<file path="config.mk">
export PLATFORM = sky130hd
export DESIGN_NAME = nonce_replay_filter
export DESIGN_NICKNAME = d
export VERILOG_FILES = /design/src/hdl/nrf_pkg.sv /design/src/hdl/nonce_replay_filter.sv /design/src/hdl/nrf_ram.sv /design/src/hdl/nrf_screen.sv
export SDC_FILE = /design/constraint.sdc
export NUM_CORES = 2
export LEC_CHECK = 0
export ABC_AREA = 1
export BUFFER_PORTS_ARGS = -buffer_cell sky130_fd_sc_hd__clkbuf_2
export CAP_MARGIN = 20
export CORE_ASPECT_RATIO = 0.7
export CORE_UTILIZATION = 45
export DETAILED_ROUTE_END_ITERATION = 8
export PLACE_DENSITY = 0.6
export SLEW_MARGIN = 20
export SYNTH_ARGS = -nofsm -noshare
export SYNTH_HDL_FRONTEND = slang
export SYNTH_HIERARCHICAL = 1
export SYNTH_SLANG_ARGS = --single-unit
export TNS_END_PERCENT = 5
</file>
<file path="constraint.sdc">
create_clock -name clk_i -period 8.4 [get_ports clk_i]
set_input_delay 1.68 -clock clk_i [delete_from_list [all_inputs] [get_ports clk_i]]
set_output_delay 1.68 -clock clk_i [all_outputs]
set_load 0.05 [all_outputs]
</file>
<file path="src/hdl/nrf_pkg.sv">
package nrf_pkg;

  // Defaults for the top-level parameters
  localparam int ENTRIES_DEF     = 16;
  localparam int NONCE_CHARS_DEF = 16;

  // Fixed field geometry
  localparam int MAX_CHARS  = 16;  // bytes carried by the two nonce words
  localparam int NONCE_W    = 64;
  localparam int WINDOW_W   = 40;
  localparam int TIME_W     = 47;
  localparam int MSG_TIME_W = 48;
  localparam int DIFF_W     = 50;  // holds now - msg_time without overflow

  localparam logic [WINDOW_W-1:0] WINDOW_RESET = 40'd120;
  localparam logic [TIME_W-1:0]   SYNC_RESET   = 47'd1704067200;

  // Configuration port
  localparam int CFG_IDX_W  = 2;
  localparam int CFG_DATA_W = 47;
  localparam logic [CFG_IDX_W-1:0] REG_WINDOW = 2'd0;
  localparam logic [CFG_IDX_W-1:0] REG_SYNC   = 2'd1;

  typedef enum logic [1:0] {
    VERDICT_OK        = 2'd0,
    VERDICT_MALFORMED = 2'd1,
    VERDICT_WINDOW    = 2'd2,
    VERDICT_REPLAY    = 2'd3
  } verdict_e;

  typedef enum logic [2:0] {
    ST_IDLE,
    ST_PREP,
    ST_SCAN,
    ST_LAST,
    ST_INSERT,
    ST_DONE
  } state_e;

  // Early checks from the screening stage
  typedef struct packed {
    logic malformed;
    logic outside;
  } screen_t;

endpackage

</file>
<file path="src/hdl/nonce_replay_filter.sv">
// Flow: an accepted message passes PREP, SCAN over every cache entry, then LAST; a new
//   nonce then goes through INSERT, a replay skips it, and a malformed or out-of-window message goes from PREP to DONE.
// Throughput: one message at a time; the next input transaction is taken only after DONE,
//   which waits on the cache walk (one entry per cycle, single RAM read port) and on the
//   output register draining before the result is loaded.
// Reset: async active low; cache empty, slot 0, window 120 s, sync threshold 1704067200.
module nonce_replay_filter #(
  parameter int ENTRIES     = nrf_pkg::ENTRIES_DEF,
  parameter int NONCE_CHARS = nrf_pkg::NONCE_CHARS_DEF
) (
  input  logic                                  clk_i,
  input  logic                                  rst_ni,
  // message input
  input  logic                                  in_valid_i,
  output logic                                  in_stall_o,
  input  logic [nrf_pkg::NONCE_W-1:0]           nonce_low_i,
  input  logic [nrf_pkg::NONCE_W-1:0]           nonce_high_i,
  input  logic                                  well_formed_i,
  input  logic signed [nrf_pkg::MSG_TIME_W-1:0] message_time_i,
  input  logic [nrf_pkg::TIME_W-1:0]            current_time_i,
  // verdict output
  output logic                                  out_valid_o,
  input  logic                                  out_stall_i,
  output logic                                  accepted_o,
  output logic [1:0]                            verdict_o,
  // configuration writes
  input  logic                                  cfg_valid_i,
  output logic                                  cfg_ready_o,
  input  logic [nrf_pkg::CFG_IDX_W-1:0]         cfg_index_i,
  input  logic [nrf_pkg::CFG_DATA_W-1:0]        cfg_data_i
);

  localparam int SLOT_W = $clog2(ENTRIES);
  localparam int RAM_W  = 2 * nrf_pkg::NONCE_W;
  localparam logic [SLOT_W-1:0] LAST_SLOT = SLOT_W'(ENTRIES - 1);

  nrf_pkg::state_e state_q, state_d;

  // config registers
  logic [nrf_pkg::WINDOW_W-1:0] window_q;
  logic [nrf_pkg::TIME_W-1:0]   sync_q;

  // cache bookkeeping: valid bits live in flops, nonces in the RAM
  logic [ENTRIES-1:0] used_q;
  logic [SLOT_W-1:0]  slot_q;

  // scan pipeline: address issued, then compared in the next cycle
  logic [SLOT_W-1:0]  scan_idx_q;
  logic               cmp_vld_q;
  logic [SLOT_W-1:0]  cmp_idx_q;
  logic               hit_q;
  logic               cur_hit;

  nrf_pkg::verdict_e  verdict_q;
  logic               out_valid_q;
  nrf_pkg::verdict_e  out_verdict_q;

  // strobes from the output decode
  logic accept;
  logic scan_rd;
  logic ins_we;
  logic out_load;

  logic [RAM_W-1:0]  nonce;
  logic [RAM_W-1:0]  rdata;
  nrf_pkg::screen_t  screen;

  nrf_screen #(
    .NONCE_CHARS (NONCE_CHARS)
  ) u_screen (
    .clk_i          (clk_i),
    .load_i         (accept),
    .nonce_low_i    (nonce_low_i),
    .nonce_high_i   (nonce_high_i),
    .well_formed_i  (well_formed_i),
    .message_time_i (message_time_i),
    .current_time_i (current_time_i),
    .window_i       (window_q),
    .sync_i         (sync_q),
    .nonce_o        (nonce),
    .screen_o       (screen)
  );

  nrf_ram #(
    .WIDTH (RAM_W),
    .DEPTH (ENTRIES)
  ) u_ram (
    .clk_i   (clk_i),
    .we_i    (ins_we),
    .waddr_i (slot_q),
    .wdata_i (nonce),
    .re_i    (scan_rd),
    .raddr_i (scan_idx_q),
    .rdata_o (rdata)
  );

  // Entries never written are masked by their valid bit, so stale RAM data
  // never produces a hit.
  assign cur_hit = cmp_vld_q && used_q[cmp_idx_q] && (rdata == nonce);

  // ---------------- next state ----------------
  always_comb begin
    state_d = state_q;
    unique case (state_q)
      nrf_pkg::ST_IDLE: begin
        if (in_valid_i) state_d = nrf_pkg::ST_PREP;
      end
      nrf_pkg::ST_PREP: begin
        // early rejects skip the cache walk
        if (screen.malformed || screen.outside) state_d = nrf_pkg::ST_DONE;
        else state_d = nrf_pkg::ST_SCAN;
      end
      nrf_pkg::ST_SCAN: begin
        if (scan_idx_q == LAST_SLOT) state_d = nrf_pkg::ST_LAST;
      end
      nrf_pkg::ST_LAST: begin
        // last compare lands here
        if (hit_q || cur_hit) state_d = nrf_pkg::ST_DONE;
        else state_d = nrf_pkg::ST_INSERT;
      end
      nrf_pkg::ST_INSERT: begin
        state_d = nrf_pkg::ST_DONE;
      end
      nrf_pkg::ST_DONE: begin
        // wait for the output register to free up
        if (!out_valid_q || !out_stall_i) state_d = nrf_pkg::ST_IDLE;
      end
      default: state_d = nrf_pkg::ST_IDLE;
    endcase
  end

  // ---------------- output decode ----------------
  always_comb begin
    in_stall_o = 1'b1;
    scan_rd    = 1'b0;
    ins_we     = 1'b0;
    out_load   = 1'b0;
    unique case (state_q)
      nrf_pkg::ST_IDLE:   in_stall_o = 1'b0;
      nrf_pkg::ST_PREP:   ;
      nrf_pkg::ST_SCAN:   scan_rd = 1'b1;
      nrf_pkg::ST_LAST:   ;
      nrf_pkg::ST_INSERT: ins_we = 1'b1;
      nrf_pkg::ST_DONE:   out_load = !out_valid_q || !out_stall_i;
      default:            ;
    endcase
  end

  assign accept      = in_valid_i && !in_stall_o;
  assign cfg_ready_o = 1'b1;

  always_ff @(posedge clk_i or negedge rst_ni) begin
    if (!rst_ni) begin
      state_q <= nrf_pkg::ST_IDLE;
    end else begin
      state_q <= state_d;
    end
  end

  // config writes; indexes past the register list are dropped
  always_ff @(posedge clk_i or negedge rst_ni) begin
    if (!rst_ni) begin
      window_q <= nrf_pkg::WINDOW_RESET;
      sync_q   <= nrf_pkg::SYNC_RESET;
    end else if (cfg_valid_i && cfg_ready_o) begin
      case (cfg_index_i)
        nrf_pkg::REG_WINDOW: window_q <= cfg_data_i[nrf_pkg::WINDOW_W-1:0];
        nrf_pkg::REG_SYNC:   sync_q   <= cfg_data_i[nrf_pkg::TIME_W-1:0];
        default:             ;
      endcase
    end
  end

  // scan control and verdict tracking
  always_ff @(posedge clk_i or negedge rst_ni) begin
    if (!rst_ni) begin
      scan_idx_q <= '0;
      cmp_vld_q  <= 1'b0;
      cmp_idx_q  <= '0;
      hit_q      <= 1'b0;
      verdict_q  <= nrf_pkg::VERDICT_OK;
    end else begin
      cmp_vld_q <= scan_rd;
      cmp_idx_q <= scan_idx_q;
      if (state_q == nrf_pkg::ST_PREP) begin
        scan_idx_q <= '0;
        hit_q      <= 1'b0;
        if (screen.malformed) verdict_q <= nrf_pkg::VERDICT_MALFORMED;
        else if (screen.outside) verdict_q <= nrf_pkg::VERDICT_WINDOW;
        else verdict_q <= nrf_pkg::VERDICT_OK;
      end else begin
        if (scan_rd && scan_idx_q != LAST_SLOT) scan_idx_q <= scan_idx_q + 1'b1;
        if (cur_hit) hit_q <= 1'b1;
        if (state_q == nrf_pkg::ST_LAST && (hit_q || cur_hit)) begin
          verdict_q <= nrf_pkg::VERDICT_REPLAY;
        end
      end
    end
  end

  // insert: mark entry valid, advance the round-robin pointer
  always_ff @(posedge clk_i or negedge rst_ni) begin
    if (!rst_ni) begin
      used_q <= '0;
      slot_q <= '0;
    end else if (ins_we) begin
      used_q[slot_q] <= 1'b1;
      slot_q         <= (slot_q == LAST_SLOT) ? '0 : slot_q + 1'b1;
    end
  end

  // output register: holds one verdict while the next message is taken in
  always_ff @(posedge clk_i or negedge rst_ni) begin
    if (!rst_ni) begin
      out_valid_q <= 1'b0;
    end else if (out_load) begin
      out_valid_q <= 1'b1;
    end else if (!out_stall_i) begin
      out_valid_q <= 1'b0;
    end
  end

  always_ff @(posedge clk_i) begin
    if (out_load) begin
      out_verdict_q <= verdict_q;
    end
  end

  assign out_valid_o = out_valid_q;
  assign verdict_o   = out_verdict_q;
  assign accepted_o  = (out_verdict_q == nrf_pkg::VERDICT_OK);

endmodule

</file>
<file path="src/hdl/nrf_ram.sv">
module nrf_ram #(
  parameter int WIDTH = 128,
  parameter int DEPTH = 16
) (
  input  logic                     clk_i,
  input  logic                     we_i,
  input  logic [$clog2(DEPTH)-1:0] waddr_i,
  input  logic [WIDTH-1:0]         wdata_i,
  input  logic                     re_i,
  input  logic [$clog2(DEPTH)-1:0] raddr_i,
  output logic [WIDTH-1:0]         rdata_o
);

  logic [WIDTH-1:0] mem_q [DEPTH];
  logic [WIDTH-1:0] rdata_q;

  always_ff @(posedge clk_i) begin
    if (we_i) begin
      mem_q[waddr_i] <= wdata_i;
    end
    if (re_i) begin
      rdata_q <= mem_q[raddr_i];
    end
  end

  assign rdata_o = rdata_q;

endmodule

</file>
<file path="src/hdl/nrf_screen.sv">
module nrf_screen #(
  parameter int NONCE_CHARS = nrf_pkg::NONCE_CHARS_DEF
) (
  input  logic                              clk_i,
  input  logic                              load_i,
  input  logic [nrf_pkg::NONCE_W-1:0]       nonce_low_i,
  input  logic [nrf_pkg::NONCE_W-1:0]       nonce_high_i,
  input  logic                              well_formed_i,
  input  logic signed [nrf_pkg::MSG_TIME_W-1:0] message_time_i,
  input  logic [nrf_pkg::TIME_W-1:0]        current_time_i,
  input  logic [nrf_pkg::WINDOW_W-1:0]      window_i,
  input  logic [nrf_pkg::TIME_W-1:0]        sync_i,
  output logic [2*nrf_pkg::NONCE_W-1:0]     nonce_o,
  output nrf_pkg::screen_t                  screen_o
);

  localparam int NB = nrf_pkg::MAX_CHARS;
  localparam int DW = nrf_pkg::DIFF_W;

  logic [2*nrf_pkg::NONCE_W-1:0] raw;
  logic [2*nrf_pkg::NONCE_W-1:0] canon;
  logic [NB:0]                   keep;  // keep[i]: bytes 0..i all nonzero
  logic                          malformed;
  logic signed [DW-1:0]          diff_d;
  logic signed [DW-1:0]          win_s;

  logic [2*nrf_pkg::NONCE_W-1:0] nonce_q;
  logic                          malformed_q;
  logic                          synced_q;
  logic signed [DW-1:0]          diff_q;

  assign raw = {nonce_high_i, nonce_low_i};

  always_comb begin
    keep     = '0;
    canon    = '0;
    keep[0]  = (raw[7:0] != 8'd0);
    for (int i = 1; i < NB; i++) begin
      keep[i] = keep[i-1] && (raw[8*i +: 8] != 8'd0);
    end
    keep[NB] = 1'b0;  // no byte past the last one
    for (int i = 0; i < NB; i++) begin
      canon[8*i +: 8] = keep[i] ? raw[8*i +: 8] : 8'd0;
    end
  end

  // empty, too long, or flagged bad upstream
  assign malformed = !well_formed_i || !keep[0] || keep[NONCE_CHARS];

  assign diff_d = $signed({{(DW-nrf_pkg::TIME_W){1'b0}}, current_time_i})
                - $signed({{(DW-nrf_pkg::MSG_TIME_W){message_time_i[nrf_pkg::MSG_TIME_W-1]}},
                           message_time_i});

  always_ff @(posedge clk_i) begin
    if (load_i) begin
      nonce_q     <= canon;
      malformed_q <= malformed;
      synced_q    <= (current_time_i > sync_i);
      diff_q      <= diff_d;
    end
  end

  assign win_s = $signed({{(DW-nrf_pkg::WINDOW_W){1'b0}}, window_i});

  assign nonce_o            = nonce_q;
  assign screen_o.malformed = malformed_q;
  assign screen_o.outside   = synced_q && ((diff_q > win_s) || (diff_q < -win_s));

endmodule

</file>
### Yosys cells after proc, flatten, opt, wreduce, memory -nomap -nowiden

Memory sizes are Yosys's and may differ from the RTL's. A register that Yosys moved wholly into a read port is not among the register bits.
Index checks and enable logic that the tools add are counted.

* input port bits: 278
* word-level logic and storage cells: 140
* memory bits (read-only): 0
* output and inout port bits: 6
* RAM bits: 2048
* memories kept: 1
* bits in latches: 0
* register bits after elaboration: 305

Memories
* u_ram.mem_q: words 16, bits a word 128, rd ports 1, clocked after memory_dff 1, wr ports 1, RTL line nrf_ram.sv:14 `logic [WIDTH-1:0] mem_q [DEPTH];`

* add/sub/neg operators: 4
* multiplexer cells: 27
* $lt $le $gt $ge: 6
* shift operators: 0
* multiply operators: 0
* reduce and logical (&&, ||, !) cells: 56
* divide/modulo/power cells: 0
* bitwise logic cells: 1
* equality and inequality tests: 14

Operator list (count)
* 128-bit == test: 1
* 8-bit nonzero test: 16
* 50-bit by 41-bit greater-than comparator with 1-bit output: 1
* 50-bit < comparator: 1
* 40-bit negation with 50-bit output: 1
* 48-bit by 48-bit subtractor with 49-bit output: 1
* 47-bit greater-than comparator: 1
* 1-bit logical AND: 22
* 3-bit one-hot mux with 6 select lines: 1
* 16-bit OR: 1
* 1-bit two-way mux: 13
* 3-bit two-way mux: 4
* 4-bit two-way mux: 3
* 4-bit by 5-bit < comparator with 1-bit output (second input constant): 2
* 4-bit by 1-bit adder with 4-bit output (second input constant): 2
* 4-bit == test (second input constant): 2
* 2-bit two-way mux: 4
* 3-bit by 2-bit == test with 1-bit output (second input constant): 2
* 3-bit == test (second input constant): 2
* 2-bit inequality test (second input constant): 3
* 2-bit nonzero test: 3
* 1-bit logical OR: 5
* 1-bit binary-select mux with 4-bit select: 1
* 1-bit demux with 4-bit select: 1
* 10 further kinds: 15

### Depth between registers and ports, before layout

* depth in word-level cells: 16
* gate-level depth with buffers: 31
* gate-level depth less buffers: 31

### Hierarchy

Netlist, hierarchy kept.

By module, submodules not included
* nrf_ram: cells an instance 7750, seq. area each 65342.7 µm², area an instance 88538.7 µm², instances 1
* nrf_screen: cells an instance 1737, seq. area each 5375.2 µm², area an instance 14137.3 µm², instances 1
* nonce_replay_filter: cells an instance 1080, seq. area each 3153.0 µm², area an instance 7397.1 µm², instances 1

### Worst setup path before layout

OpenSTA, ideal clock, no wires.

* kind: in2reg
* from: input in_valid_i
* to: register u_screen.diff_q[0] (enable)
* setup slack: -1396 ps
* stages: 2
* required time: 7680 ps
* buffers on the path: 0
* arrival time: 9076 ps
* path through: inv_1 -> nor2_1

* word-level cells in the longest chain between the ends: 1

Ends and longest elaborated chain
* from (decl): RTL line nonce_replay_filter.sv:14 `input logic in_valid_i,`
* 1-bit logical AND: RTL line nonce_replay_filter.sv:149 `assign accept = in_valid_i && !in_stall_o;`
* net accept: RTL line nonce_replay_filter.sv:59 `logic accept;`
* to (signal assigned): RTL line nrf_screen.sv:59 `diff_q <= diff_d;`
* to (decl): RTL line nrf_screen.sv:30 `logic signed [DW-1:0] diff_q;`

The timed path passes the listed nets, and every way through them passes these cells.
A chain may end at the register's enable or synchronous reset.

==> summary by stage <==
Status
The flow ran to the end, and the final reports show no timing, DRC or antenna violations.

Global routing
The first global-routing pass estimated around 450000 um of wire. The number of global-route vias before repair is 70467. Global routing used 24.0% of the available tracks. The number of antenna violations at the first check in global routing is 13. Entering global routing, the biggest net connects 254 pins. The aggregate global routing overflow is 0.

Timing
Across the routed clock network, the largest skew measured is 0.0439 ns. In the final timing run, aggregate negative setup slack is 0 ns. The number of hold violations in the final report is 0. The top achievable clock speed is around 180 MHz. Setup repair after global routing left no endpoint under its margin. Setup violations remaining at the end of the flow were counted as 0. At the pin with the least slew margin, the transition time is 1.23 ns. Headroom to the max-slew limit came out at 17.2%.

The final number of max-transition violations came to 0. The final critical path takes up approximately two thirds of the cycle. Subtracting the final worst setup slack from the clock period gives 5.62 ns.

Logic synthesis
In this run, distinct cell masters in the synthesized netlist total 56. The synthesized-area fraction occupied by adder cells is 2.17%. The synthesized netlist devotes 1.94% of its cell area to compound gates. The most instantiated library cell after synthesis is sky130_fd_sc_hd__nand2_1. The synthesized net count is 11035. Of the total synthesized cell area, the portion taken by AND, OR, NAND and NOR gates is 20.9%. The area of the mapped netlist is approximately 110000 um^2. The post-synthesis xor/xnor area fraction is 0.955%. The average instance in the mapped netlist occupies 10.4 um^2. The Yosys warning count is 6.

The dominant combinational cell family by area after synthesis is simple AND/OR/NAND/NOR gates. The cell type contributing the most total cell area after synthesis is sky130_fd_sc_hd__edfxtp_1. In this run, synthesis inferred about 2400 flip-flops with an integrated enable. The share of synthesized area in the top cell type comes to around 64%. The most used flip-flop cell after synthesis is sky130_fd_sc_hd__edfxtp_1.

Sequential cells were found to cover roughly 67% of the synthesized design area. In the synthesized netlist the async set-or-reset flop fraction comes to 4.96%. Sorting the synthesized cells by area gives the leading types as sky130_fd_sc_hd__edfxtp_1, sky130_fd_sc_hd__nand2_1, sky130_fd_sc_hd__nand3_1.

The post-synthesis register bit count is ~2500. Synthesis produced 10567 cells. Counting instances in the post-synthesis netlist gives the leading cell types as sky130_fd_sc_hd__nand2_1, sky130_fd_sc_hd__edfxtp_1, sky130_fd_sc_hd__nand3_1, sky130_fd_sc_hd__inv_1, sky130_fd_sc_hd__nor2_1. The multiplexer share of the synthesized area is 0.0716%.

Routing
The first detailed-routing pass took 8 iterations. The first routing iteration left between 7000 and 8000 violations. The total via count after detailed routing is 74539.

Once detail routing completed, the nets flagged for antenna violations numbered 0. The final routed DRC violation total is 0. In the final routed layout, each cell accounts on average for 21.2 um. For this block, the routed nets add up to around 300000 um of wire. The post-detailed-route via-to-cell ratio is roughly 5.3.

Finish
Of the cells placed in the final design, the portion with a size suffix greater than 1 is 7.14%. The multi-input combinational cells in the finished layout cover a total of ~29000 um^2. The share of the core filled with cells is between 50 and 60%. Compared with the post-synthesis result, the final layout area differs by 10.7%. The sequential cell area is 73900 um^2. The filler cell count is ~22000.

The number of nets in the finished design is 11190.

Power and ir drop
Of the total power, registers draw 50.0%. The worst ir drop on vdd is 0.000232 V. The analysis attributes to cell leakage a power of 50.2 nW. For this design the ratio of total power to cell area is 257 nW/um^2. The switching part of the total power is 29.2%.

The net load switching power is 9.15 mW. In this run, the combinational gates consume 17.0% of the power. The internal portion of total power is 22.2 mW. The clock share of power is 33.0%.

Floorplan
The initial utilization of the core area, before any placement, comes to 45.4%. The height of the die is 416 um. The row count is roughly 150.

The die covers 247000 um^2. In this run the standard cell core region covers roughly 240000 um^2. approximately 280 I/O pins were placed. Measured along the x axis, the die boundary spans between 500 and 600 um.

Clocking
The later pin in the worst-skew pair is clocked with a latency of between 0.8 and 0.9 ns. The longest clock path from root to sink contains 4 buffers. Buffers inserted to repair hold after CTS numbered 0. For this design, the sink count on the clock tree is approximately 2500. CTS placed an instance of sky130_fd_sc_hd__clkbuf_16 at the clock tree root. The post-CTS setup buffer count is 0.

The TritonCTS buffer count is approximately 240. In this run, post-CTS repair resized a total of 0 instances. After clock tree synthesis, the clock-pin slew on the worst setup and hold paths is 0.06 ns.

TritonCTS built the clock tree. The H-tree generated during clock tree synthesis spans 4 levels.

Min path
The tightest min-delay check is of the reg2reg type.

Placement
The quantity of I/O buffers inserted on ports is ~280. The routability congestion estimate is slightly above 0.9. Summed over all nets, the half-perimeter wirelength after detailed placement is 158000 um.

Job
The number of violations of the max-capacitance limit is 0.

Critical path
The worst setup path is launched from a flop. The critical setup path kind is reg2reg. For the worst setup path, the data required time is ~9.2 ns.

The kind of capture point of the worst setup path is a flop. Along the worst path, the maximum fanout reaches 3. For the worst setup path, the data arrival time is 6.45 ns.
[power groups by stage]
stage               logic (mW)  clock network, mW  registers [mW]
CTS                       5.31               10.6            15.7
floorplan                 3.76                  0            15.7
detailed placement        5.28                  0            15.9
finish                    5.33               10.4            15.7
global route              5.98               11.0            15.8
global placement          5.21                  0            15.9
[metal layers]
metal  global-route usage [%]  part of all wire (%)
met5                        0                     0
met3                     3.04                   6.9
met4                     5.65                   2.3
met1                     36.0                    46
met2                     37.1                    45
[per-stage QoR]
stage / worst slack [ns] / instances / hold slack, ns / cell area (um^2) / total power, mW
finish: 2.78 / 14117 / 0.450 / 122000 / 31.4
detailed placement: 2.94 / 13696 / 0.426 / 115000 / 21.2
CTS: 2.90 / 14111 / 0.443 / 122000 / 31.5
global placement: 2.94 / 13695 / 0.433 / 115000 / 21.1
global route: 2.39 / 14115 / 0.448 / 122000 / 32.8
floorplan: 1.27 / 10567 / 0.399 / 110000 / 19.5
[worst max-delay path: stages (launching register included)]
cell	delay, ns
sky130_fd_sc_hd__dfrtp_1	0.39
sky130_fd_sc_hd__inv_1	0.12
sky130_fd_sc_hd__ha_1	0.23
sky130_fd_sc_hd__nand3_2	0.12
sky130_fd_sc_hd__nor2_1	0.11
sky130_fd_sc_hd__nand2_1	0.16
sky130_fd_sc_hd__nor3_1	0.59
sky130_fd_sc_hd__nand4_1	0.45
sky130_fd_sc_hd__nor2_1	0.36
sky130_fd_sc_hd__xor2_1	0.12
sky130_fd_sc_hd__ha_1	0.31
sky130_fd_sc_hd__nand4_1	0.13
sky130_fd_sc_hd__nor2_1	0.23
sky130_fd_sc_hd__nor4b_1	0.66
sky130_fd_sc_hd__nand3_1	0.22
sky130_fd_sc_hd__nand3b_1	0.14
sky130_fd_sc_hd__nand2_1	0.06
sky130_fd_sc_hd__a21boi_0	0.57
sky130_fd_sc_hd__o21ai_0	0.24
sky130_fd_sc_hd__nor3b_1	0.18
sky130_fd_sc_hd__nand2_1	0.07
sky130_fd_sc_hd__nand2_1	0.05
sky130_fd_sc_hd__nand2_1	0.06
[cells in the final DEF, fill, tap and decap left out, types with 12 or more instances in the layout]
| cell | netlist | final |
|---|---|---|
| sky130_fd_sc_hd__bufinv_16 | 0 | 18 |
| sky130_fd_sc_hd__or2_2 | 19 | 19 |
| sky130_fd_sc_hd__dfrtp_1 | 111 | 107 |
| sky130_fd_sc_hd__ha_1 | 189 | 189 |
| sky130_fd_sc_hd__clkbuf_2 | 0 | 281 |
| sky130_fd_sc_hd__a31oi_1 | 20 | 20 |
| sky130_fd_sc_hd__xnor2_1 | 48 | 48 |
| sky130_fd_sc_hd__nor4_1 | 31 | 31 |
| sky130_fd_sc_hd__clkbuf_16 | 0 | 239 |
| sky130_fd_sc_hd__xor2_1 | 72 | 72 |
| sky130_fd_sc_hd__nor2_1 | 350 | 333 |
| sky130_fd_sc_hd__inv_1 | 1442 | 1439 |
| sky130_fd_sc_hd__o21ai_0 | 140 | 140 |
| sky130_fd_sc_hd__nand2_1 | 3441 | 3440 |
| sky130_fd_sc_hd__o211ai_1 | 13 | 13 |
| sky130_fd_sc_hd__clkinv_2 | 0 | 37 |
| sky130_fd_sc_hd__nand4_1 | 44 | 44 |
| sky130_fd_sc_hd__buf_12 | 0 | 24 |
| sky130_fd_sc_hd__o21ai_1 | 40 | 40 |
| sky130_fd_sc_hd__edfxtp_1 | 2357 | 2357 |
| sky130_fd_sc_hd__nor3_1 | 33 | 33 |
| sky130_fd_sc_hd__clkinv_1 | 0 | 42 |
| sky130_fd_sc_hd__nor2_4 | 7 | 24 |
| sky130_fd_sc_hd__clkbuf_1 | 131 | 58 |
| sky130_fd_sc_hd__a21oi_1 | 129 | 129 |
| sky130_fd_sc_hd__buf_4 | 10 | 66 |
| sky130_fd_sc_hd__dfstp_2 | 12 | 12 |
| sky130_fd_sc_hd__nand3_1 | 1520 | 1520 |
[final cells by class]
class                   instances  area share, %
flip-flops and latches       2480           60.6
diodes                          6         0.0123
clock inverters               116          0.865
well taps                    3213           3.30
inverters                    1451           4.51
multi-input cells            6179           23.6
repair buffers                373           1.97
clock buffers                 299           5.11
[logic make-up after synthesis]
group	Yosys count
other	1
AND/OR/NAND/NOR	5474
buffers and inverters	1908
multiplexers	7
XOR/XNOR	120
flip-flops	2480
AO/OA/AOI/OAI	387
adder cells (fa/ha/maj)	190
[sequential cells by signal (all words and copies together) (netlist names), 3 cells and up]
signal,count
u_ram/mem_q,2048
u_ram/rdata_o,128
u_screen/nonce_o,128
u_screen/diff_q,49
sync_q,47
window_q,40
used_q,16
cmp_idx_q,4
scan_idx_q,4
slot_q,4
state_q,3
[worst paths after layout]
path,start,end,slack [ns],depth (start not counted)
setup reg to reg,window_q[1]$_DFFE_PN0P_,state_q[0]$_DFFE_PN0P_,2.78,22
max in group asynchronous,rst_ni,scan_idx_q[3]$_DFFE_PN0P_,6.15,2
hold reg to reg,verdict_q[0]$_DFFE_PN0P_,verdict_o[0]$_DFFE_PP_,0.45,0
hold / removal,verdict_q[0]$_DFFE_PN0P_,verdict_o[0]$_DFFE_PP_,0.45,0
setup / recovery,window_q[1]$_DFFE_PN0P_,state_q[0]$_DFFE_PN0P_,2.78,22
min in group asynchronous,rst_ni,sync_q[28]$_DFFE_PN0P_,0.84,1
(Power assumes the default switching activity.)
